===== src/rtl/core/mte_pkg.sv =====
`default_nettype none
package mte_pkg;
  localparam int unsigned CoordBitsDef = 24;
  localparam int unsigned TotalBitsDef = 48;
  localparam int unsigned RateBits = 24;
  localparam int unsigned OutBits = 48;
  localparam int unsigned FracBits = 16;
  localparam int unsigned KindBits = 3;
  localparam logic [RateBits-1:0] RapidRateReset = 24'd5000000;

  typedef enum logic [KindBits-1:0] {
    KIND_RAPID  = 3'd0,
    KIND_LINEAR = 3'd1,
    KIND_ARC_CW = 3'd2,
    KIND_ARC_CCW = 3'd3,
    KIND_DWELL  = 3'd4
  } kind_e;

  typedef enum logic [2:0] {
    ST_IDLE,
    ST_SQRT,
    ST_DIV,
    ST_ACC,
    ST_OUT
  } back_state_e;
endpackage
`default_nettype wire


===== src/rtl/core/mte_front.sv =====
`default_nettype none
// Takes an item, picks its rate and forms the squared length.
module mte_front #(
  parameter int unsigned CoordBits = mte_pkg::CoordBitsDef,
  parameter int unsigned SqBits = 2 * CoordBits + 4
) (
  input  wire logic                          clk_i,
  input  wire logic                          rst_ni,
  input  wire logic                          push_i,
  output logic                               full_o,
  input  wire logic [mte_pkg::KindBits-1:0]  kind_i,
  input  wire logic signed [CoordBits-1:0]   start_x_i,
  input  wire logic signed [CoordBits-1:0]   start_y_i,
  input  wire logic signed [CoordBits-1:0]   start_z_i,
  input  wire logic signed [CoordBits-1:0]   end_x_i,
  input  wire logic signed [CoordBits-1:0]   end_y_i,
  input  wire logic signed [CoordBits-1:0]   end_z_i,
  input  wire logic [mte_pkg::RateBits-1:0]  feed_i,
  input  wire logic                          last_segment_i,
  input  wire logic [mte_pkg::RateBits-1:0]  rapid_rate_i,
  output logic                               q_valid_o,
  input  wire logic                          q_take_i,
  output logic [SqBits-1:0]                  q_sq_o,
  output logic [mte_pkg::RateBits-1:0]       q_rate_o,
  output logic                               q_last_o
);
  import mte_pkg::*;
  localparam int unsigned DBits = CoordBits + 1;

  // Stage 1 registers absolute differences; stage 2 holds the queue entry.
  logic              s1_valid_q;
  logic [DBits-1:0]  dx_q, dy_q, dz_q;
  logic [RateBits-1:0] rate1_q;
  logic              last1_q;
  logic              s2_valid_q;
  logic [SqBits-1:0] sq_q;
  logic [RateBits-1:0] rate2_q;
  logic              last2_q;

  logic s2_free, s1_free;
  logic signed [DBits-1:0] ddx, ddy, ddz;
  logic [2*DBits-1:0] px, py, pz;

  assign s2_free = !s2_valid_q || q_take_i;
  assign s1_free = !s1_valid_q || s2_free;
  assign full_o  = !s1_free;

  function automatic logic [DBits-1:0] absd(input logic signed [DBits-1:0] d);
    absd = d[DBits-1] ? DBits'(-d) : DBits'(d);
  endfunction

  assign ddx = DBits'(end_x_i) - DBits'(start_x_i);
  assign ddy = DBits'(end_y_i) - DBits'(start_y_i);
  assign ddz = DBits'(end_z_i) - DBits'(start_z_i);
  assign px = dx_q * dx_q;
  assign py = dy_q * dy_q;
  assign pz = dz_q * dz_q;

  always_ff @(posedge clk_i or negedge rst_ni) begin
    if (!rst_ni) begin
      s1_valid_q <= 1'b0;
      s2_valid_q <= 1'b0;
    end else begin
      if (s1_free) s1_valid_q <= push_i;
      if (s2_free) s2_valid_q <= s1_valid_q;
    end
  end

  always_ff @(posedge clk_i) begin
    if (s1_free && push_i) begin
      dx_q    <= absd(ddx);
      dy_q    <= absd(ddy);
      dz_q    <= absd(ddz);
      rate1_q <= (kind_i == KIND_RAPID) ? rapid_rate_i : feed_i;
      last1_q <= last_segment_i;
    end
    if (s2_free && s1_valid_q) begin
      sq_q    <= SqBits'(px) + SqBits'(py) + SqBits'(pz);
      rate2_q <= rate1_q;
      last2_q <= last1_q;
    end
  end

  assign q_valid_o = s2_valid_q;
  assign q_sq_o    = sq_q;
  assign q_rate_o  = rate2_q;
  assign q_last_o  = last2_q;
endmodule
`default_nettype wire


===== config.mk =====
export PLATFORM = sky130hd
export DESIGN_NAME = mte_front
export DESIGN_NICKNAME = d
export VERILOG_FILES = /design/src/rtl/core/mte_pkg.sv /design/src/rtl/core/mte_front.sv
export SDC_FILE = /design/constraint.sdc
export NUM_CORES = 2
export LEC_CHECK = 0
export BUFFER_PORTS_ARGS = -buffer_cell sky130_fd_sc_hd__buf_2
export CAP_MARGIN = 10
export CORE_MARGIN = 4
export CORE_UTILIZATION = 48
export DETAILED_ROUTE_END_ITERATION = 12
export SETUP_SLACK_MARGIN = 0.15
export SKIP_LAST_GASP = 1
export SLEW_MARGIN = 15
export SYNTH_ARGS = -nofsm -noshare
export SYNTH_HDL_FRONTEND = slang
export SYNTH_SLANG_ARGS = --single-unit

===== constraint.sdc =====
create_clock -name clk_i -period 10.17 [get_ports clk_i]
set_input_delay 2.034 -clock clk_i [delete_from_list [all_inputs] [get_ports clk_i]]
set_output_delay 2.034 -clock clk_i [all_outputs]
set_load 0.01 [all_outputs]

# Word level (Yosys, flattened, before mapping)
# Index checks and enable logic that the tools add are counted.
[totals]
register_bits = 179
in_bits = 200
output_inout_bits = 79
[classes]
addsub = 8
n_mul = 3
n_mux = 4
reduce_logical = 8
[ops]
columns = ["cell", "n"]
rows = [
  ["$mul 25x25->50", 3],
  ["$mux 24", 4],
  ["$neg 25->25", 3],
  ["$sub 24x24->25", 3],
  ["$add 51x50->52", 1],
  ["$add 50x50->51", 1],
  ["$logic_not 1->1", 3],
  ["$logic_not 3->1", 1],
  ["$logic_and 1x1->1", 2],
  ["$logic_or 1x1->1", 2],
]

# Longest topological paths before layout
[depth]
word_depth = 4
depth_mapped = 34

# Worst setup path before layout
# OpenSTA, ideal clock, no wires.
[synth_timing]
kind = "reg-to-reg"
start = "reg dx_q[16]"
end = "reg sq_q[50], in the netlist q_sq_o[50], data pin"
setup_time_ns = 0.262
t_arrival_ns = 8.344
required_time_ns = 9.908
path_slack_ns = 1.564
stages_incl_launch_ff = 32
n_path_buf = 3
period_less_slack_ns = 8.606
path_cell_list = "edfxtp_1 > clkbuf_1 > clkbuf_1 > nand2_1 > fa_1 > inv_1 > fa_1 > inv_1 > fa_1 > fa_1 > inv_1 > fa_1 > fa_1 > inv_1 > fa_1 > inv_1 > fa_1 > fa_1 > inv_1 > fa_1 > inv_1 > ha_1 > clkbuf_1 > nand2_1 > o21ai_0 > nand4bb_1 > a221oi_1 > or4_1 > a31oi_1 > a2111oi_0 > o21bai_1 > xor2_1"
[synth_via]
elab_chain_len = 3
[synth_lines]
columns = ["item", "line_no", "source"]
rows = [
  ["from (decl)", "mte_front.sv:32", "logic [DBits-1:0] dx_q, dy_q, dz_q;"],
  ["from (signal assigned)", "mte_front.sv:71", "dx_q <= absd(ddx);"],
  ["$mul 25x25->50", "mte_front.sv:55", "assign px = dx_q * dx_q;"],
  ["$add 50x50->51", "mte_front.sv:78", "sq_q <= SqBits'(px) + SqBits'(py) + SqBits'(pz);"],
  ["$add 51x50->52", "mte_front.sv:78", ""],
  ["to (signal assigned)", "mte_front.sv:78", ""],
  ["to (decl)", "mte_front.sv:36", "logic [SqBits-1:0] sq_q;"],
]
# Every way passes these cells.
# A chain may end at the register's enable or synchronous reset.

# Final worst setup path
[layout_timing]
start = "reg dz_q[17]"
end = "reg sq_q[50], in the netlist q_sq_o[50], data pin"
[layout_via]
elab_chain_len = 2
[layout_lines]
columns = ["item", "line_no", "source"]
rows = [
  ["from (decl)", "mte_front.sv:32", ""],
  ["from (signal assigned)", "mte_front.sv:73", "dz_q <= absd(ddz);"],
  ["$mul 25x25->50", "mte_front.sv:57", "assign pz = dz_q * dz_q;"],
  ["$add 51x50->52", "mte_front.sv:78", ""],
]
# Every way passes these cells.

==> impl_metrics.json <==
{
  "status": "completed",
  "setup_ws_ns": 0.477,
  "synth_seq_cells": 179,
  "die_area_mm2": 0.143,
  "avgRoutedWirePerCell_um": 19.1,
  "ys_async_sr_fraction_pct": 1.12,
  "cts_made_buffers": 17,
  "endpoint_kind": "register",
  "cts-root-buf": "clkbuf_16",
  "worstMarginPinSlew_ns": 1.16,
  "synth.cell_area_mm2": 0.0659,
  "syn_inst": 6775,
  "hold_violations": 0,
  "synth_flop_cell": "edfxtp_1",
  "dr.pass1.iters": 5,
  "cpMostUsedCell": "fa_1",
  "grt_pass1_wl_um": 269000,
  "drc_errors": 0,
  "synth_warnings": 0,
  "startpoint": "dz_q[17]",
  "critPathArrivalTime_ns": 10.00,
  "initial_core_util_pct": 48.5,
  "rows": 135,
  "nFillCells": 12697,
  "via_count": 44835,
  "die_x_um": 379,
  "cts_tree": "built",
  "met2_length_um": 92100,
  "dpl.hpwl_um": 149000,
  "wl_met1_um": 60400,
  "cts.sinks": 179,
  "critPathMaxStageDelay_ns": 0.66,
  "antenna_found_initial": 6,
  "ios": 279,
  "via_per_inst": 5.08,
  "fmax_mhz": 103,
  "place_congestion": 0.900,
  "worstReg2RegEnd": "q_sq_o[50]",
  "fin_setup_tns_ns": 0,
  "route.met3.wl_um": 6910,
  "drt_iter0_markers": 2391,
  "synth-edff-count": 177,
  "hp-class": "register to register",
  "grt_start_max_net_pins": 53,
  "highest_layer": "met5",
  "cts.clk_slew.worst_paths_ns": 0.11,
  "cp.required_ns": 10.48,
  "ctsHoldBuffers": 0,
  "clk_latency_ns": 0.57,
  "whs_ns": 0.412,
  "grt_pass1_vias": 49901,
  "fin_cells": 8822,
  "finalSetupViolations": 0,
  "syn_to_final_growth_pct": 7.22,
  "place_inst": 8753,
  "synth_fp_nets": 9211,
  "ant_nets": 0,
  "slew_violations": 0,
  "relSlewSlack_pct": 22.8,
  "cap_violations": 0,
  "rsz0062_at_grt": "true",
  "finalCriticalPeriod_ns": 9.69,
  "fp.dieH_um": 379,
  "grt.total_usage_pct": 24.7,
  "skew_ns": 0.0400,
  "crit_fanout": 14,
  "cts_htree_levels": 4,
  "pre_cts_ws_ns": 0.350,
  "layout.cells.most_common": "inv_1",
  "wirelength_um": 169000,
  "fin_crit_sh_pct": 95.3,
  "final_cell_mix": "2167 x inv_1, 1605 x fa_1, 631 x ha_1",
  "coreArea_mm2": 0.136,
  "yosysSeqAreaShare_pct": 8.14,
  "r2r-start": "dz_q[17]",
  "final_layout_size_suffix_gt1_share_pct": 7.41,
  "io_buffers": 278,
  "startpoint_type": "register",
  "grt-ovfl-total": 0,
  "reg2reg_setup_slack_ns": 0.48,
  "yosysUniqueCellTypes": 84,
  "path_class": "register to register",
  "reg2reg_depth": 30,
  "nets": 9463,
  "worstSetupEndpoint": "q_sq_o[50]",
  "crit_slowest_cell": "fa_1",
  "avgSynthCellArea_um2": 9.73,
  "cts.path.max_buffers": 2
}
[worst min path at each step]
stage | startpoint | to | depth (start not counted) | slack [ns]
final | rate1_q[18] | q_rate_o[18] | 0 | 0.41
after global placement | rate1_q[18] | q_rate_o[18] | 0 | 0.40
after global routing | rate1_q[6] | q_rate_o[6] | 0 | 0.44
after CTS | rate1_q[18] | q_rate_o[18] | 0 | 0.42
after floorplan | last1_q | q_last_o | 0 | 0.40
after detailed placement | rate1_q[2] | q_rate_o[2] | 0 | 0.40
[cell type report]
class                           count  area (µm²)  share of cell area [%]
Antenna cell                        1        2.50                 0.00354
Timing Repair Buffer              418        2570                    3.64
Inverter                         2169        8150                    11.5
Tap cell                         1781        2230                    3.15
Sequential cell                   179        5370                    7.59
Clock inverter                     15         211                   0.299
Multi-Input combinational cell   4242       51700                    73.2
Clock buffer                       17         425                   0.602
[critical path, delay by kind of cell, from the launching register on]
family | cells | cell delay, ns
fa+ha+maj | 11 | 5.50
flops | 1 | 0.55
simple gates | 3 | 0.69
xor+xnor | 1 | 0.15
buf+inv | 9 | 0.94
compound gates | 6 | 1.58
[cells by family (layout without fill, tap and decap cells)]
logic type / Yosys count / after routing / share of synthesized area (%)
AO/OA/AOI/OAI: 459 / 459 / 4.73
XOR/XNOR: 176 / 176 / 2.34
adder cells (fa/ha/maj): 2236 / 2236 / 60.7
buffers and inverters: 2354 / 2619 / 13.4
flip-flops: 179 / 179 / 8.14
multiplexers: 35 / 35 / 0.584
other: 1 / 2 / 0.00569
AND/OR/NAND/NOR: 1335 / 1335 / 10.1
[synth_stat cells (15+ instances only)]
| library cell | instances | area [µm²] |
|---|---|---|
| a211oi_1 | 17 | 128 |
| a21o_1 | 55 | 413 |
| a21oi_1 | 118 | 591 |
| a31oi_1 | 18 | 113 |
| and2_1 | 421 | 2630 |
| and3_1 | 22 | 138 |
| clkbuf_1 | 181 | 679 |
| edfxtp_1 | 177 | 5320 |
| fa_1 | 1605 | 32100 |
| ha_1 | 631 | 7900 |
| inv_1 | 2169 | 8140 |
| mux2_2 | 28 | 315 |
| nand2_1 | 514 | 1930 |
| nand3_1 | 36 | 180 |
| nand4_1 | 15 | 93.8 |
| nor2_1 | 183 | 687 |
| nor2b_1 | 28 | 175 |
| nor3_1 | 33 | 165 |
| o211ai_1 | 15 | 113 |
| o21a_1 | 25 | 188 |
| o21ai_0 | 70 | 350 |
| or2_2 | 15 | 93.8 |
| xnor2_1 | 115 | 1010 |
| xor2_1 | 61 | 534 |
[flip-flops by register name (all words and copies together), names as in the netlist]
name,cells
dx_q,25
dy_q,25
dz_q,25
last1_q,1
q_last_o,1
q_rate_o,24
q_sq_o,52
q_valid_o,1
rate1_q,24
s1_valid_q,1
[timing repair]
action	4_1_cts	5_1_grt
buffers inserted	0	36
resized for setup	0	4
endpoints found under the setup margin	0	14
[metal layers]
| layer | vias to the layer above | global-route usage, % |
|---|---|---|
| met5 | - | 0 |
| met4 | 4 | 11.8 |
| met3 | 329 | 2.64 |
| met2 | 1055 | 45.9 |
| met1 | 23111 | 28.5 |
| li1 | 20336 | - |
[through the flow]
stage          util, %  instance area [µm²]
2_1_floorplan        -                65900
3_3_place_gp      51.2                69700
3_5_place_dp      51.2                69700
4_1_cts           51.7                70300
5_1_grt           52.0                70700
6_report          52.0                70700
Power is not shown: default switching activity piles up to over one toggle a cycle in this logic, so the estimate is an artifact.
