==> src/rtl/core/mte_pkg.sv <==
`default_nettype none
package mte_pkg;
  localparam int unsigned CoordBitsDef = 24;
  localparam int unsigned TotalBitsDef = 48;
  localparam int unsigned RateBits = 24;
  localparam int unsigned OutBits = 48;
  localparam int unsigned FracBits = 16;
  localparam int unsigned KindBits = 3;
  localparam logic [RateBits-1:0] RapidRateReset = 24'd5000000;

  typedef enum logic [KindBits-1:0] {
    KIND_RAPID  = 3'd0,
    KIND_LINEAR = 3'd1,
    KIND_ARC_CW = 3'd2,
    KIND_ARC_CCW = 3'd3,
    KIND_DWELL  = 3'd4
  } kind_e;

  typedef enum logic [2:0] {
    ST_IDLE,
    ST_SQRT,
    ST_DIV,
    ST_ACC,
    ST_OUT
  } back_state_e;
endpackage
`default_nettype wire

==> src/rtl/core/mte_back.sv <==
`default_nettype none
// Root, divide and accumulate, one bit per cycle, with a one-entry result buffer.
module mte_back #(
  parameter int unsigned CoordBits = mte_pkg::CoordBitsDef,
  parameter int unsigned TotalBits = mte_pkg::TotalBitsDef,
  parameter int unsigned SqBits = 2 * CoordBits + 4
) (
  input  wire logic                         clk_i,
  input  wire logic                         rst_ni,
  input  wire logic                         q_valid_i,
  output logic                              q_take_o,
  input  wire logic [SqBits-1:0]            q_sq_i,
  input  wire logic [mte_pkg::RateBits-1:0] q_rate_i,
  input  wire logic                         q_last_i,
  output logic                              empty_o,
  input  wire logic                         pop_i,
  output logic [mte_pkg::OutBits-1:0]       total_time_o,
  output logic [mte_pkg::OutBits-1:0]       segment_time_o,
  output logic                              path_done_o,
  output logic                              saturated_o
);
  import mte_pkg::*;
  localparam int unsigned RootBits = SqBits / 2;
  localparam int unsigned NumBits = RootBits + FracBits;
  localparam int unsigned RemBits = RateBits + 1;
  localparam int unsigned CntBits = $clog2(NumBits + 1);
  localparam int unsigned SumBits = ((TotalBits > NumBits) ? TotalBits : NumBits) + 1;
  localparam logic [TotalBits-1:0] TotalMax = '1;

  back_state_e state_q, state_d;
  logic [CntBits-1:0]  cnt_q, cnt_d;
  logic [SqBits-1:0]   rad_q, rad_d;
  logic [RootBits+1:0] rem_s_q, rem_s_d;
  logic [RootBits-1:0] root_q, root_d;
  logic [NumBits-1:0]  quo_q, quo_d;
  logic [RemBits-1:0]  rem_q, rem_d;
  logic [RateBits-1:0] rate_q, rate_d;
  logic                last_q, last_d;
  logic [TotalBits-1:0] total_q, total_d;
  logic                clip_q, clip_d;
  logic                ov_q, ov_d;
  logic [OutBits-1:0]  o_tot_q, o_tot_d, o_seg_q, o_seg_d;
  logic                o_done_q, o_done_d, o_sat_q, o_sat_d;

  logic [RootBits+1:0] trial_s, rs_sh;
  logic [RemBits-1:0]  rem_sh;
  logic [SumBits-1:0]  sum;

  always_ff @(posedge clk_i or negedge rst_ni) begin
    if (!rst_ni) begin
      state_q  <= ST_IDLE;
      total_q  <= '0;
      clip_q   <= 1'b0;
      empty_o  <= 1'b1;
      cnt_q    <= '0;
    end else begin
      state_q  <= state_d;
      total_q  <= total_d;
      clip_q   <= clip_d;
      cnt_q    <= cnt_d;
      if (state_q == ST_OUT && state_d == ST_IDLE) empty_o <= 1'b0;
      else if (pop_i) empty_o <= 1'b1;
    end
  end

  always_ff @(posedge clk_i) begin
    rad_q <= rad_d; rem_s_q <= rem_s_d; root_q <= root_d;
    quo_q <= quo_d; rem_q <= rem_d; rate_q <= rate_d; last_q <= last_d;
    ov_q <= ov_d;
    o_tot_q <= o_tot_d; o_seg_q <= o_seg_d; o_done_q <= o_done_d; o_sat_q <= o_sat_d;
  end

  // Restoring root: two radicand bits per step.
  assign rs_sh   = {rem_s_q[RootBits-1:0], rad_q[SqBits-1 -: 2]};
  assign trial_s = {root_q, 2'b01};
  // Restoring divide of (root << 16) by rate, numerator bits come from quo_q.
  assign rem_sh  = {rem_q[RemBits-2:0], quo_q[NumBits-1]};
  assign sum     = SumBits'(total_q) + SumBits'(quo_q);

  always_comb begin
    state_d = state_q; cnt_d = cnt_q;
    rad_d = rad_q; rem_s_d = rem_s_q; root_d = root_q;
    quo_d = quo_q; rem_d = rem_q; rate_d = rate_q; last_d = last_q;
    total_d = total_q; clip_d = clip_q; ov_d = ov_q;
    o_tot_d = o_tot_q; o_seg_d = o_seg_q; o_done_d = o_done_q; o_sat_d = o_sat_q;
    q_take_o = 1'b0;
    case (state_q)
      ST_IDLE: begin
        if (q_valid_i && (empty_o || pop_i)) begin
          q_take_o = 1'b1;
          rad_d = q_sq_i; rem_s_d = '0; root_d = '0;
          rate_d = q_rate_i; last_d = q_last_i;
          cnt_d = CntBits'(RootBits);
          state_d = ST_SQRT;
        end
      end
      ST_SQRT: begin
        rad_d = rad_q << 2;
        if (rs_sh >= trial_s) begin
          rem_s_d = rs_sh - trial_s;
          root_d  = {root_q[RootBits-2:0], 1'b1};
        end else begin
          rem_s_d = rs_sh;
          root_d  = {root_q[RootBits-2:0], 1'b0};
        end
        cnt_d = cnt_q - 1'b1;
        if (cnt_q == CntBits'(1)) begin
          quo_d = {root_d, FracBits'(0)};
          rem_d = '0;
          cnt_d = CntBits'(NumBits);
          state_d = (rate_q == '0) ? ST_ACC : ST_DIV;
          if (rate_q == '0) quo_d = '0;
        end
      end
      ST_DIV: begin
        if (rem_sh >= RemBits'(rate_q)) begin
          rem_d = rem_sh - RemBits'(rate_q);
          quo_d = {quo_q[NumBits-2:0], 1'b1};
        end else begin
          rem_d = rem_sh;
          quo_d = {quo_q[NumBits-2:0], 1'b0};
        end
        cnt_d = cnt_q - 1'b1;
        if (cnt_q == CntBits'(1)) state_d = ST_ACC;
      end
      ST_ACC: begin
        ov_d = |sum[SumBits-1:TotalBits];
        total_d = sum[TotalBits-1:0];
        state_d = ST_OUT;
      end
      ST_OUT: begin
        if (ov_q) begin
          total_d = TotalMax;
        end
        o_tot_d  = OutBits'(total_d);
        o_seg_d  = OutBits'(quo_q);
        o_done_d = last_q;
        o_sat_d  = clip_q || ov_q;
        clip_d   = clip_q || ov_q;
        if (last_q) begin
          total_d = '0;
          clip_d  = 1'b0;
        end
        state_d = ST_IDLE;
      end
      default: state_d = ST_IDLE;
    endcase
  end

  assign total_time_o   = o_tot_q;
  assign segment_time_o = o_seg_q;
  assign path_done_o    = o_done_q;
  assign saturated_o    = o_sat_q;
endmodule
`default_nettype wire

==> config.mk <==
export PLATFORM = sky130hd
export DESIGN_NAME = mte_back
export DESIGN_NICKNAME = d
export VERILOG_FILES = /design/src/rtl/core/mte_pkg.sv /design/src/rtl/core/mte_back.sv
export SDC_FILE = /design/constraint.sdc
export NUM_CORES = 1
export LEC_CHECK = 0
export ABC_AREA = 1
export BUFFER_PORTS_ARGS = -buffer_cell sky130_fd_sc_hd__buf_2
export CAP_MARGIN = 5
export CORE_MARGIN = 2
export CORE_UTILIZATION = 30
export DETAILED_ROUTE_END_ITERATION = 16
export GPL_TIMING_DRIVEN = 0
export RECOVER_POWER = 25
export SYNTH_ARGS = -nofsm -noshare
export SYNTH_HDL_FRONTEND = slang
export SYNTH_SLANG_ARGS = --single-unit
==> constraint.sdc <==
create_clock -name clk_i -period 5.9 [get_ports clk_i]
set_input_delay 0.885 -clock clk_i [delete_from_list [all_inputs] [get_ports clk_i]]
set_output_delay 0.885 -clock clk_i [all_outputs]
set_load 0.1 [all_outputs]
# Word level (Yosys, flattened, before mapping)
# Cells that the tools add are included.
# W data, S select, Z words.
# word_totals
ff_bits,347
wordCells,77
inputBits,81
output_inout_bits,100
# classes
n_lt_le_gt_ge,2
eq_ne,7
mux,31
n_reduce_logical,16
n_addsub,4
# ops
operator,count
$pmux W26 S2,2
$pmux W52 S2,1
$mux W48,2
$pmux W48 S2,1
$mux W42,2
$pmux W42 S2,1
$mux W26,3
$mux W52,1
$add A48 B42 Y49,1
$mux W24,2
$pmux W24 S2,1
$ge A28 B28 Y1,1
$sub A26 B26 Y26,1
$ge A25 B24 Y1,1
$logic_not A24 Y1,1
$sub A24 B24 Y24,1
$pmux W6 S3,1
$mux W6,2
$pmux W3 S4,1
$mux W3,3
$mux W1,8
$reduce_and A2 Y1,4
$reduce_bool A2 Y1,4
$eq A3 B2 Y1 const B,2
other kinds (9),13

# Logic depth before layout (Yosys ltp)
# Gate-level depths: netlist of run 1.
# depth
ltp_word,7
mapped_depth,15
mapped_depth_nobuf,15

# Worst setup path after synthesis of run 1
# OpenSTA, ideal clock, no wires.
# synth_timing
path_kind,reg-to-reg
startpoint,reg empty_o
endpoint,reg rad_q[0] (enable)
setup_time_ps,467
path_buffers,0
t_arrival_ps,5916
setup_slack_ps,-483
stages_incl_launch_ff,5
synth_period_minus_slack_ps,6383
required_time_ps,5433
cell_sequence,dfstp_2 > o21ai_0 > nor2_1 > inv_1 > nand2_1
# synth_between
elab_chain_len,4
# synth_lines
element,line,text
from (decl),mte_back.sv:15,"output logic empty_o,"
from (signal assigned),mte_back.sv:54,empty_o <= 1'b1;
from (signal assigned),mte_back.sv:61,if (state_q == ST_OUT && state_d == ST_IDLE) empty_o <= 1'b0;
from (signal assigned),mte_back.sv:62,else if (pop_i) empty_o <= 1'b1;
$logic_or A1 B1 Y1,mte_back.sv:89,if (q_valid_i && (empty_o || pop_i)) begin
$logic_and A1 B1 Y1,mte_back.sv:89,
$ne A2 B2 Y1 (no source line),--,
$reduce_and A2 Y1 (no source line),--,
to (signal assigned),mte_back.sv:67,rad_q <= rad_d; rem_s_q <= rem_s_d; root_q <= root_d;
to (decl),mte_back.sv:32,"logic [SqBits-1:0] rad_q, rad_d;"
# Every way passes these cells.
# A chain may end at the register's enable or synchronous reset.

# Final worst setup path of run 1
# layout_timing
startpoint,reg empty_o
endpoint,out q_take_o
# layout_between
elab_chain_len,4
# layout_lines
element,line,text
$logic_or A1 B1 Y1,mte_back.sv:89,
$logic_and A1 B1 Y1,mte_back.sv:89,
$mux W1,mte_back.sv:89,
$mux W1,mte_back.sv:87,case (state_q)
to (decl),mte_back.sv:11,"output logic q_take_o,"
# Every way passes these cells.

==> results of run 1 <==
cell usage after synthesis (2+ instances only):
library cell,n
sky130_fd_sc_hd__a21boi_0,3
sky130_fd_sc_hd__a21o_1,4
sky130_fd_sc_hd__a21oi_1,186
sky130_fd_sc_hd__a21oi_2,4
sky130_fd_sc_hd__a22oi_1,7
sky130_fd_sc_hd__and3_1,2
sky130_fd_sc_hd__buf_2,8
sky130_fd_sc_hd__buf_4,7
sky130_fd_sc_hd__buf_6,7
sky130_fd_sc_hd__clkbuf_1,41
sky130_fd_sc_hd__dfrtp_1,58
sky130_fd_sc_hd__edfxtp_1,288
sky130_fd_sc_hd__fa_1,2
sky130_fd_sc_hd__ha_1,96
sky130_fd_sc_hd__inv_1,377
sky130_fd_sc_hd__inv_2,6
sky130_fd_sc_hd__nand2_1,840
sky130_fd_sc_hd__nand2_2,9
sky130_fd_sc_hd__nand3_1,124
sky130_fd_sc_hd__nand3_4,2
sky130_fd_sc_hd__nand3b_1,6
sky130_fd_sc_hd__nand4_1,38
sky130_fd_sc_hd__nor2_1,317
sky130_fd_sc_hd__nor2_2,6
sky130_fd_sc_hd__nor2_4,2
sky130_fd_sc_hd__nor3_1,16
sky130_fd_sc_hd__nor3_2,2
sky130_fd_sc_hd__nor4_1,8
sky130_fd_sc_hd__o21a_1,5
sky130_fd_sc_hd__o21ai_0,70
sky130_fd_sc_hd__o21ai_1,13
sky130_fd_sc_hd__o21ai_2,2
sky130_fd_sc_hd__o21bai_1,8
sky130_fd_sc_hd__or2_2,49
sky130_fd_sc_hd__xnor2_1,20
sky130_fd_sc_hd__xor2_1,9
logic make-up (layout without fill, tap and decap cells):
family	count (synthesis)	after routing
buf+inv	446	700
other cells	1	6
flops	347	347
fa+ha+maj	98	98
simple gates	1425	1425
xor+xnor	29	29
compound gates	307	307
sequential cells by signal, summed over array words and instances (netlist names), 24 cells and up:
register and flops:
rad_q 52, total_q 48, total_time_o 48, quo_q 42
segment_time_o 42, rem_s_q 26, root_q 26, rate_q 24
rem_q 24
layout make-up:
class / count / area [sq um]
timing repair buffer: 178 / 958
fill: 7231 / 44400
clock inverter: 24 / 223
tap: 931 / 1160
multi-input combinational: 1865 / 9090
buffer: 63 / 329
clock buffer: 52 / 1110
inverter: 383 / 1440
sequential: 347 / 10100
critical path, delay by kind of cell, from the launching register on:
family	cells	cell delay, ps
AND/OR/NAND/NOR	1	790
buffers and inverters	2	730
flip-flops	1	580
AO/OA/AOI/OAI	1	280
worst paths after layout:
check	cells past startpoint	from	end	slack, ps
max in group asynchronous	1	rst_ni	state_q[0]	2410
min	1	q_rate_i[22]	rate_q[22]	490
min in group asynchronous	1	rst_ni	total_q[3]	1500
max reg2reg	6	state_q[2]	rem_s_q[21]	2130
min reg2reg	1	cnt_q[2]	cnt_q[2]	490
max	4	empty_o	q_take_o	2060
power by group:
group	internal [mW]	switching, mW
Combinational	0.0277	0.0441
Sequential	2.63	0.0000000000000000199
Clock	1.48	1.06
Total	4.13	1.10
through the flow:
step	hold slack (ps)	instances
global route	467	3843
global placement	469	3763
CTS	415	3843
floorplan	427	2658
detailed placement	476	3767
finish	486	3843
layer usage:
| layer | routed length [microns] | part of all wire, % | GRT usage [%] | vias to the layer above |
|---|---|---|---|---|
| met5 | 53 | 0.088 | 0 | - |
| met4 | 1820 | 3.0 | 5.54 | 10 |
| met3 | 3100 | 5.2 | 2.46 | 107 |
| met2 | 27600 | 46 | 27.5 | 415 |
| met1 | 27400 | 46 | 22.4 | 8098 |
| li1 | - | - | - | 9031 |
==> impl_summary.md, run 1 <==
Critical path
STA puts the critical path data required time at 5020 ps. Data on the critical path arrives at its endpoint at 2960 ps. The signal on the critical path passes through o21ai_0, nor2_1, buf_8, buf_2. In this run the worst path has a maximum fanout of 20. The kind of start point of the critical path is a flop. By startpoint and endpoint, the worst setup path is classified as flop to output port.

The worst setup path is captured at an output port. The largest individual stage delay along the critical path comes from the cell sky130_fd_sc_hd__nor2_1. The biggest cell delay along the critical path is 790 ps.

Layout
The fraction of final layout cells sized beyond drive strength 1 is 12.1%. The net count of the finished layout is 3058. The antenna diode instance count is 0. The final non-filler cell area is 24400 sq um. The final core utilization is 35.5%. Leaving out fill and tap cells, the most frequent cells in the layout are 838 x sky130_fd_sc_hd__nand2_1, 377 x sky130_fd_sc_hd__inv_1, 317 x sky130_fd_sc_hd__nor2_1. The most frequent standard cell in the layout excluding fill and tap cells is sky130_fd_sc_hd__nand2_1. The relative area change from synthesis to final layout is 16.7%.

Synth
In this run the biggest area consumer among cell types represents 41.3% of the synthesized area. The mean cell area of the mapped netlist is 7.90 sq um. Summing the areas of all compound-gate instances in the mapped netlist gives 7.88% of the synthesized area.

The biggest area contributor in the post-synthesis netlist is sky130_fd_sc_hd__edfxtp_1. The xor and xnor fraction of the mapped netlist area is 1.21%. The synthesized netlist devotes 28.2% of its cell area to simple gates. Yosys mapped the design onto 47 distinct sky130hd cell types. The yosys synthesis warning count is 0. Ranked by total cell area, the synthesized netlist is headed by sky130_fd_sc_hd__edfxtp_1 41%, sky130_fd_sc_hd__nand2_1 15%, sky130_fd_sc_hd__dfrtp_1 6.9%. Of the synthesized area, sequential elements account for 48.3%.

The flip-flop and latch count after synthesis is 347. The mapped netlist covers 20900 sq um. The main flop type after synthesis is sky130_fd_sc_hd__edfxtp_1. Of the total synthesized cell area, the portion taken by full adders, half adders and majority gates is 5.93%.

The share of synthesized flip-flops with an asynchronous set or reset is 17.0%. The mux share of post-synthesis cell area is 0%. The cell count after synthesis is 2653.

The combinational family with the most area after synthesis is simple AND/OR/NAND/NOR gates. The number of synthesized flops with an enable pin is 288.

Global routing
The maximum number of pins on one net before global-route repair is 68. The wire length of the first global-routing pass is 93000 microns. The overflow left after global routing is 0. The via count of the first global-routing pass is 16717.

The total track usage is 16.7%. The initial antenna violation count is 7.

Placement
Once placement finished, the instance area stood at 23100 sq um. The post-place setup slack is 2480 ps. Input and output buffers added on the ports amount to 174. The congestion estimate from routability-driven global placement came to 0.965. The HPWL after detailed placement is 46600 microns.

Timing
The post-route worst setup slack is 2060 ps. The number of slew-limit violations in the final report came to 60. In this run the tightest slew margin relative to its limit is -134%. The final-report hold violation count is 0. The total of endpoints with negative setup slack in the final report is 0. For the final database, setup skew stands at 24.0 ps.

The worst-margin pin slew is 3510 ps. Setup repair after global routing left no endpoint under its margin. Summed over all failing endpoints, the final setup total negative slack is 0 ps. The maximum operating frequency is 260 MHz.

The worst path needs 3840 ps of the cycle, external delays included. The fraction of the cycle the final worst path needs is 65.2%.

Job
The tool flagged a number of max-cap violations equal to 1.

Clock tree
The maximum level of the CTS H-tree is 2. Buffers inserted during clock tree synthesis total 41. The hold buffer count at CTS is 0. The TritonCTS sink count is 347. The root buffer cell is sky130_fd_sc_hd__clkbuf_16. The clock passes through at most 3 buffers. The clock insertion delay at the later pin of the skew report is 580 ps. The TritonCTS clock tree is built.

The number of setup buffers added after CTS is 0. The clock-pin slew of the registers on the worst-case setup and hold paths is 50 ps. The number of gates resized after CTS was 0.

Die
The die outline area is 72000 sq um. The height of the die is 268 microns. The die is 268 microns wide. The standard cell core area is 68800 sq um. The floorplan has 96 rows.

The starting density of the core is 30.4%. For this design the top-level I/O count stands at 181.

Detailed routing
After detailed routing, the average wire length per cell comes to 15.6 microns. Once detail routing completed, the nets flagged for antenna violations numbered 0. For this run, the detailed router's first-pass iteration total came to 7. The detailed router placed 17661 vias in this run.

Dividing the detail-routed via count by the number of cells gives 4.60. For this block, the routed nets add up to 60000 microns of wire. For this run, design rule violations remaining after detail routing come to 0. After the first detailed-routing iteration, the DRC count stood at 1240.

Pwr
The overall power consumption is 5.24 mW. The leakage power total is 11.8 nW. The worst-case IR drop observed on VDD is 0.160 mV.

The power density over cell area is 214 nW/um^2.

Run status
The checks that failed: capacitance limit, slew limit. The run finished, with violations left.

Worst hold path
In this run the worst hold path is classified as primary input to flop.
(Power assumes the default switching activity.)
==> inputs of run 2 (changes only) <==
--- a/config.mk
+++ b/config.mk
@@ -5,7 +5,7 @@
 export SDC_FILE = /design/constraint.sdc
 export NUM_CORES = 1
 export LEC_CHECK = 0
-export ABC_AREA = 1
+export ABC_AREA = 0
 export BUFFER_PORTS_ARGS = -buffer_cell sky130_fd_sc_hd__buf_2
 export CAP_MARGIN = 5
 export CORE_MARGIN = 2
==> constraint.sdc (replaced) <==
create_clock -name clk_i -period 3.93 [get_ports clk_i]
set_input_delay 0.5895 -clock clk_i [delete_from_list [all_inputs] [get_ports clk_i]]
set_output_delay 0.5895 -clock clk_i [all_outputs]
set_load 0.1 [all_outputs]
==> run 2 against run 1 <==
Against the previous run: the flow still finishes with violations (capacitance limit, slew limit); hold slack got worse by 280 ps; sequential power increased by 50%; via count decreased by 23%; synthesized cell count decreased by 35%; highest routed layer unchanged.
==> impl_summary.md, run 2 <==
Run status
Result of the run: finished with violations (unchanged). Failing checks: capacitance limit, slew limit (unchanged).

Pwr
The relative contribution of combinational cells to total power is 1.3% (was 1.4%). The overall power consumption is 8.06 mW (was 5.24 mW). The power density over cell area was 366 nW/um^2 (was 214 nW/um^2).

The proportion of power drawn by the clock network is 49.7% (was 48.4%). The maximum ir drop on the vdd rail is 0.256 mV (was 0.160 mV). The register share of total power is 49.0% (was 50.2%). The leakage power total came to 9.01 nW (was 11.8 nW).

The internal portion of total power is 6.42 mW (was 4.13 mW). The switching power of the nets was 1.64 mW (was 1.10 mW). The switching share of total power is 20.4% (was 21.1%).

Synth
The combinational family with the most area after synthesis was simple AND/OR/NAND/NOR gates (unchanged). The most instantiated library cell after synthesis is sky130_fd_sc_hd__edfxtp_1 (was sky130_fd_sc_hd__nand2_1). The main flop type after synthesis was sky130_fd_sc_hd__edfxtp_1 (unchanged). The count of distinct cell types in the synthesized netlist is 82 (was 47). Ranking of synthesized cells by area: sky130_fd_sc_hd__edfxtp_1 47%, sky130_fd_sc_hd__dfrtp_1 7.8%, sky130_fd_sc_hd__ha_1 6.5% (was sky130_fd_sc_hd__edfxtp_1 41%, sky130_fd_sc_hd__nand2_1 15%, sky130_fd_sc_hd__dfrtp_1 6.9%). The sequential element share of the synthesized area is 54.6% (was 48.3%). The cell count after synthesis is 1728 (was 2653). The complex-gate fraction of the synthesized area was 14.0% (was 7.88%). The mux share of post-synthesis cell area was 2.21% (was 0%). Commonest cells post-synth: 288 x sky130_fd_sc_hd__edfxtp_1, 246 x sky130_fd_sc_hd__nand2_1, 147 x sky130_fd_sc_hd__nor2_1, 124 x sky130_fd_sc_hd__a21oi_1, 96 x sky130_fd_sc_hd__ha_1 (was 840 x sky130_fd_sc_hd__nand2_1, 377 x sky130_fd_sc_hd__inv_1, 317 x sky130_fd_sc_hd__nor2_1, 288 x sky130_fd_sc_hd__edfxtp_1, 186 x sky130_fd_sc_hd__a21oi_1).

The post-synthesis simple-gate area fraction is 15.2% (was 28.2%). The total standard cell area after synthesis is 18600 sq um (was 20900 sq um). The mean cell area of the mapped netlist is 10.7 sq um (was 7.90 sq um). The yosys synthesis warning count is 0 (unchanged). The fraction of post-synthesis cell area in the top cell type by area is 46.6% (was 41.3%).

The flip-flop and latch count after synthesis is 347 (unchanged). The adder-cell area share of the yosys netlist is 6.69% (was 5.93%). The share of synthesized flip-flops with an asynchronous set or reset is 17.0% (unchanged). The xor and xnor fraction of the mapped netlist area is 3.87% (was 1.21%).

The number of synthesized flops with an enable pin came to 288 (unchanged). The most area-hungry cell type in the Yosys netlist is sky130_fd_sc_hd__edfxtp_1 (unchanged).

Die
The height of the die came to 253 microns (was 268 microns). The starting density of the core is 30.2% (was 30.4%). The floorplan die width was 253 microns (was 268 microns). The standard cell core area was 61500 sq um (was 68800 sq um). The die outline area is 63900 sq um (was 72000 sq um). The cell row count is 91 (was 96). The number of top-level pins came to 181 (unchanged).

Critical path
The launch point of the worst reg-to-reg path is quo_q[0] (was state_q[2]). The type of the setup path with the least slack is flop to flop (was flop to output port). The capture point of the worst reg-to-reg path is total_q[44] (was rem_s_q[21]). The data arrival time at the worst-slack endpoint is 4090 ps (was 2960 ps). The maximum fanout along the worst path is 4 (was 20). The register-to-register path setup slack is 250 ps (was 2130 ps). The count of cells along the worst register-to-register path is 11 (was 6). The critical path data required time was 4340 ps (was 5020 ps). The sort of element at the end of the critical path is a flop (was output port). The kind of start point of the critical path is a flop (unchanged).

Global routing
The via count of the first global-routing pass came to 13442 (was 16717). The initial antenna violation count was 1 (was 7). The wire length of the first global-routing pass is 73600 microns (was 93000 microns). The overflow left after global routing is 0 (unchanged). The maximum number of pins on one net before global-route repair was 66 (was 68). The total track usage is 14.6% (was 16.7%).

Clock tree
The TritonCTS clock tree is built (unchanged). The maximum level of the CTS H-tree is 2 (unchanged). The root buffer cell is sky130_fd_sc_hd__clkbuf_16 (unchanged). The clock insertion delay at the later pin of the skew report is 560 ps (was 580 ps). The clock tree buffer depth came to 3 (unchanged). The post-CTS setup buffer count was 0 (unchanged). The clock-pin slew of the registers on the worst-case setup and hold paths came to 70 ps (was 50 ps).

The TritonCTS sink count is 347 (unchanged). The number of buffers created by CTS is 41 (unchanged).

Layout
The area occupied by registers was 10100 sq um (unchanged). The net total in the final layout was 2134 (was 3058). The final non-filler cell area is 22000 sq um (was 24400 sq um). The area taken by multi-input logic gates was 7830 sq um (was 9090 sq um). Most frequent cells in the layout: 288 x sky130_fd_sc_hd__edfxtp_1, 245 x sky130_fd_sc_hd__nand2_1, 176 x sky130_fd_sc_hd__buf_2 (was 838 x sky130_fd_sc_hd__nand2_1, 377 x sky130_fd_sc_hd__inv_1, 317 x sky130_fd_sc_hd__nor2_1). The most frequent standard cell in the layout excluding fill and tap cells is sky130_fd_sc_hd__edfxtp_1 (was sky130_fd_sc_hd__nand2_1). The final core utilization is 35.8% (was 35.5%). The relative area change from synthesis to final layout is 18.6% (was 16.7%). The antenna diode instance count is 0 (unchanged). The largest register by flop count is rad_q (unchanged). The filler cell count in the final layout came to 6120 (was 7231). The flip-flop count of the largest register after layout came to 52 (unchanged). The fraction of final layout cells sized beyond drive strength 1 was 17.5% (was 12.1%).

Placement
The port buffer count came to 174 (unchanged). The placed instance area was 20600 sq um (was 23100 sq um). The weighted congestion at the end of routability-driven global placement is 0.900 (was 0.965). The HPWL after detailed placement is 34700 microns (was 46600 microns).

Job
The max-capacitance violation count is 1 (unchanged).

Timing
The sum of negative setup slack was 0 ps (unchanged). The number of slew-limit violations in the final report is 60 (unchanged). The total of endpoints with negative setup slack in the final report is 0 (unchanged). Timing would allow up to 272 MHz.

The worst clock skew came to 20.8 ps (was 24.0 ps). The normalized max-slew margin is -10.6% (was -134%). RSZ-0062 raised after global routing: no (unchanged). The worst-margin pin slew is 1660 ps (was 3510 ps). The final-report hold violation count came to 0 (unchanged).

For the finished layout, the period the worst path requires is 3680 ps. After layout, the worst path uses 93.5% of the clock period.

Worst hold path
The type of the most critical hold path is primary input to flop (unchanged). The worst hold path startpoint is q_rate_i[2] (was q_rate_i[22]). The worst hold path cell count is 1 (unchanged).

The destination of the worst hold path is rate_q[2] (was rate_q[22]).

Detailed routing
The wire length per cell came to 16.9 microns (was 15.6 microns). The initial DRC count was 787 (was 1240). The vias per cell came to 4.90 (was 4.60). The first-pass detailed-route iteration total was 5 (was 7). The remaining number of nets flagged by the antenna check after routing is 0 (unchanged). The remaining routing DRC violations is 0 (unchanged). The via count is 13609 (was 17661). The overall routed net length was 46800 microns (was 60000 microns).
==> run 2: cell count changes in the layout (fill, tap and decap cells not counted), moves of 27 or more <==
cell / delta
sky130_fd_sc_hd__inv_1: -301
sky130_fd_sc_hd__nand2_1: -593
sky130_fd_sc_hd__a21o_1: +27
sky130_fd_sc_hd__a21oi_1: -62
sky130_fd_sc_hd__mux2i_1: +41
sky130_fd_sc_hd__nand3_1: -94
sky130_fd_sc_hd__and3_1: +28
sky130_fd_sc_hd__o31ai_1: +32
sky130_fd_sc_hd__xnor2_1: +36
sky130_fd_sc_hd__nor2_1: -170
==> run 2: per-layer routing <==
metal  up-vias  track usage, %  wire length [microns]
met5         -               0                     11
met1      6496            19.1                  21100
met4         2            4.24                   1170
met3        73            2.95                   2460
met2       317            24.3                  22100
li1       6721               -                      -
==> run 2: worst max-delay path, cell delays in order (launching register included) <==
cell and delay [ps]:
sky130_fd_sc_hd__edfxtp_1 490, sky130_fd_sc_hd__ha_1 290, sky130_fd_sc_hd__fa_1 440, sky130_fd_sc_hd__a211oi_2 300, sky130_fd_sc_hd__o21ai_1 160, sky130_fd_sc_hd__a21oi_1 280, sky130_fd_sc_hd__o211ai_1 250, sky130_fd_sc_hd__a2111o_1 490
sky130_fd_sc_hd__a211oi_2 420, sky130_fd_sc_hd__nor2_1 120, sky130_fd_sc_hd__nor3_1 230, sky130_fd_sc_hd__a2111oi_2 70
==> run 2: how the worst max path moves through the flow <==
| stage | slack, ps | startpoint | depth (start not counted) | endpoint |
|---|---|---|---|---|
| 5_1_grt | 120 | quo_q[0] | 11 | total_q[44] |
| 2_1_floorplan | 430 | state_q[0] | 5 | quo_q[0] |
| 6_report | 250 | quo_q[0] | 11 | total_q[44] |
| 3_5_place_dp | 300 | quo_q[41] | 12 | rem_q[22] |
| 3_3_place_gp | -1000 | state_q[0] | 5 | quo_q[28] |
| 4_1_cts | 230 | empty_o | 4 | q_take_o |
==> run 2: cell type report <==
cell class | count | area share (%)
clock buffer | 54 | 5.26
timing repair buffer | 179 | 4.51
multi-input combinational | 1234 | 35.6
tap | 790 | 4.49
clock inverter | 22 | 1.23
sequential | 347 | 46.0
buffer | 74 | 1.58
inverter | 78 | 1.35
==> run 2: repair_timing <==
item / in CTS / in global routing
endpoints found under the hold margin: 0 / 0
hold buffers: 0 / 0
gates resized for setup: 1 / 0
endpoints found under the setup margin: 1 / 0
==> run 2: power by group through the flow <==
| stage | combinational (mW) | sequential, mW | clock (mW) |
|---|---|---|---|
| floorplan | 0.0497 | 4.02 | 0 |
| global placement | 0.109 | 4.02 | 0 |
| detailed placement | 0.110 | 4.02 | 0 |
| CTS | 0.111 | 3.95 | 4.12 |
| global route | 0.121 | 3.95 | 4.26 |
| finish | 0.108 | 3.95 | 4.00 |
==> run 2: per-stage QoR <==
step | hold WS, ps | instances | setup WS [ps]
3_5_place_dp | 497 | 2702 | 301
5_1_grt | 172 | 2778 | 122
3_3_place_gp | 494 | 2697 | -1000
4_1_cts | 160 | 2778 | 229
6_report | 206 | 2778 | 254
2_1_floorplan | 294 | 1733 | 430
==> run 2: cells by family (layout without fill, tap and decap cells) <==
family / count (synthesis) / after routing
other cells: 1 / 6
mux: 41 / 41
xor+xnor: 82 / 82
fa+ha+maj: 98 / 98
flops: 347 / 347
compound gates: 395 / 395
buf+inv: 152 / 407
simple gates: 612 / 612
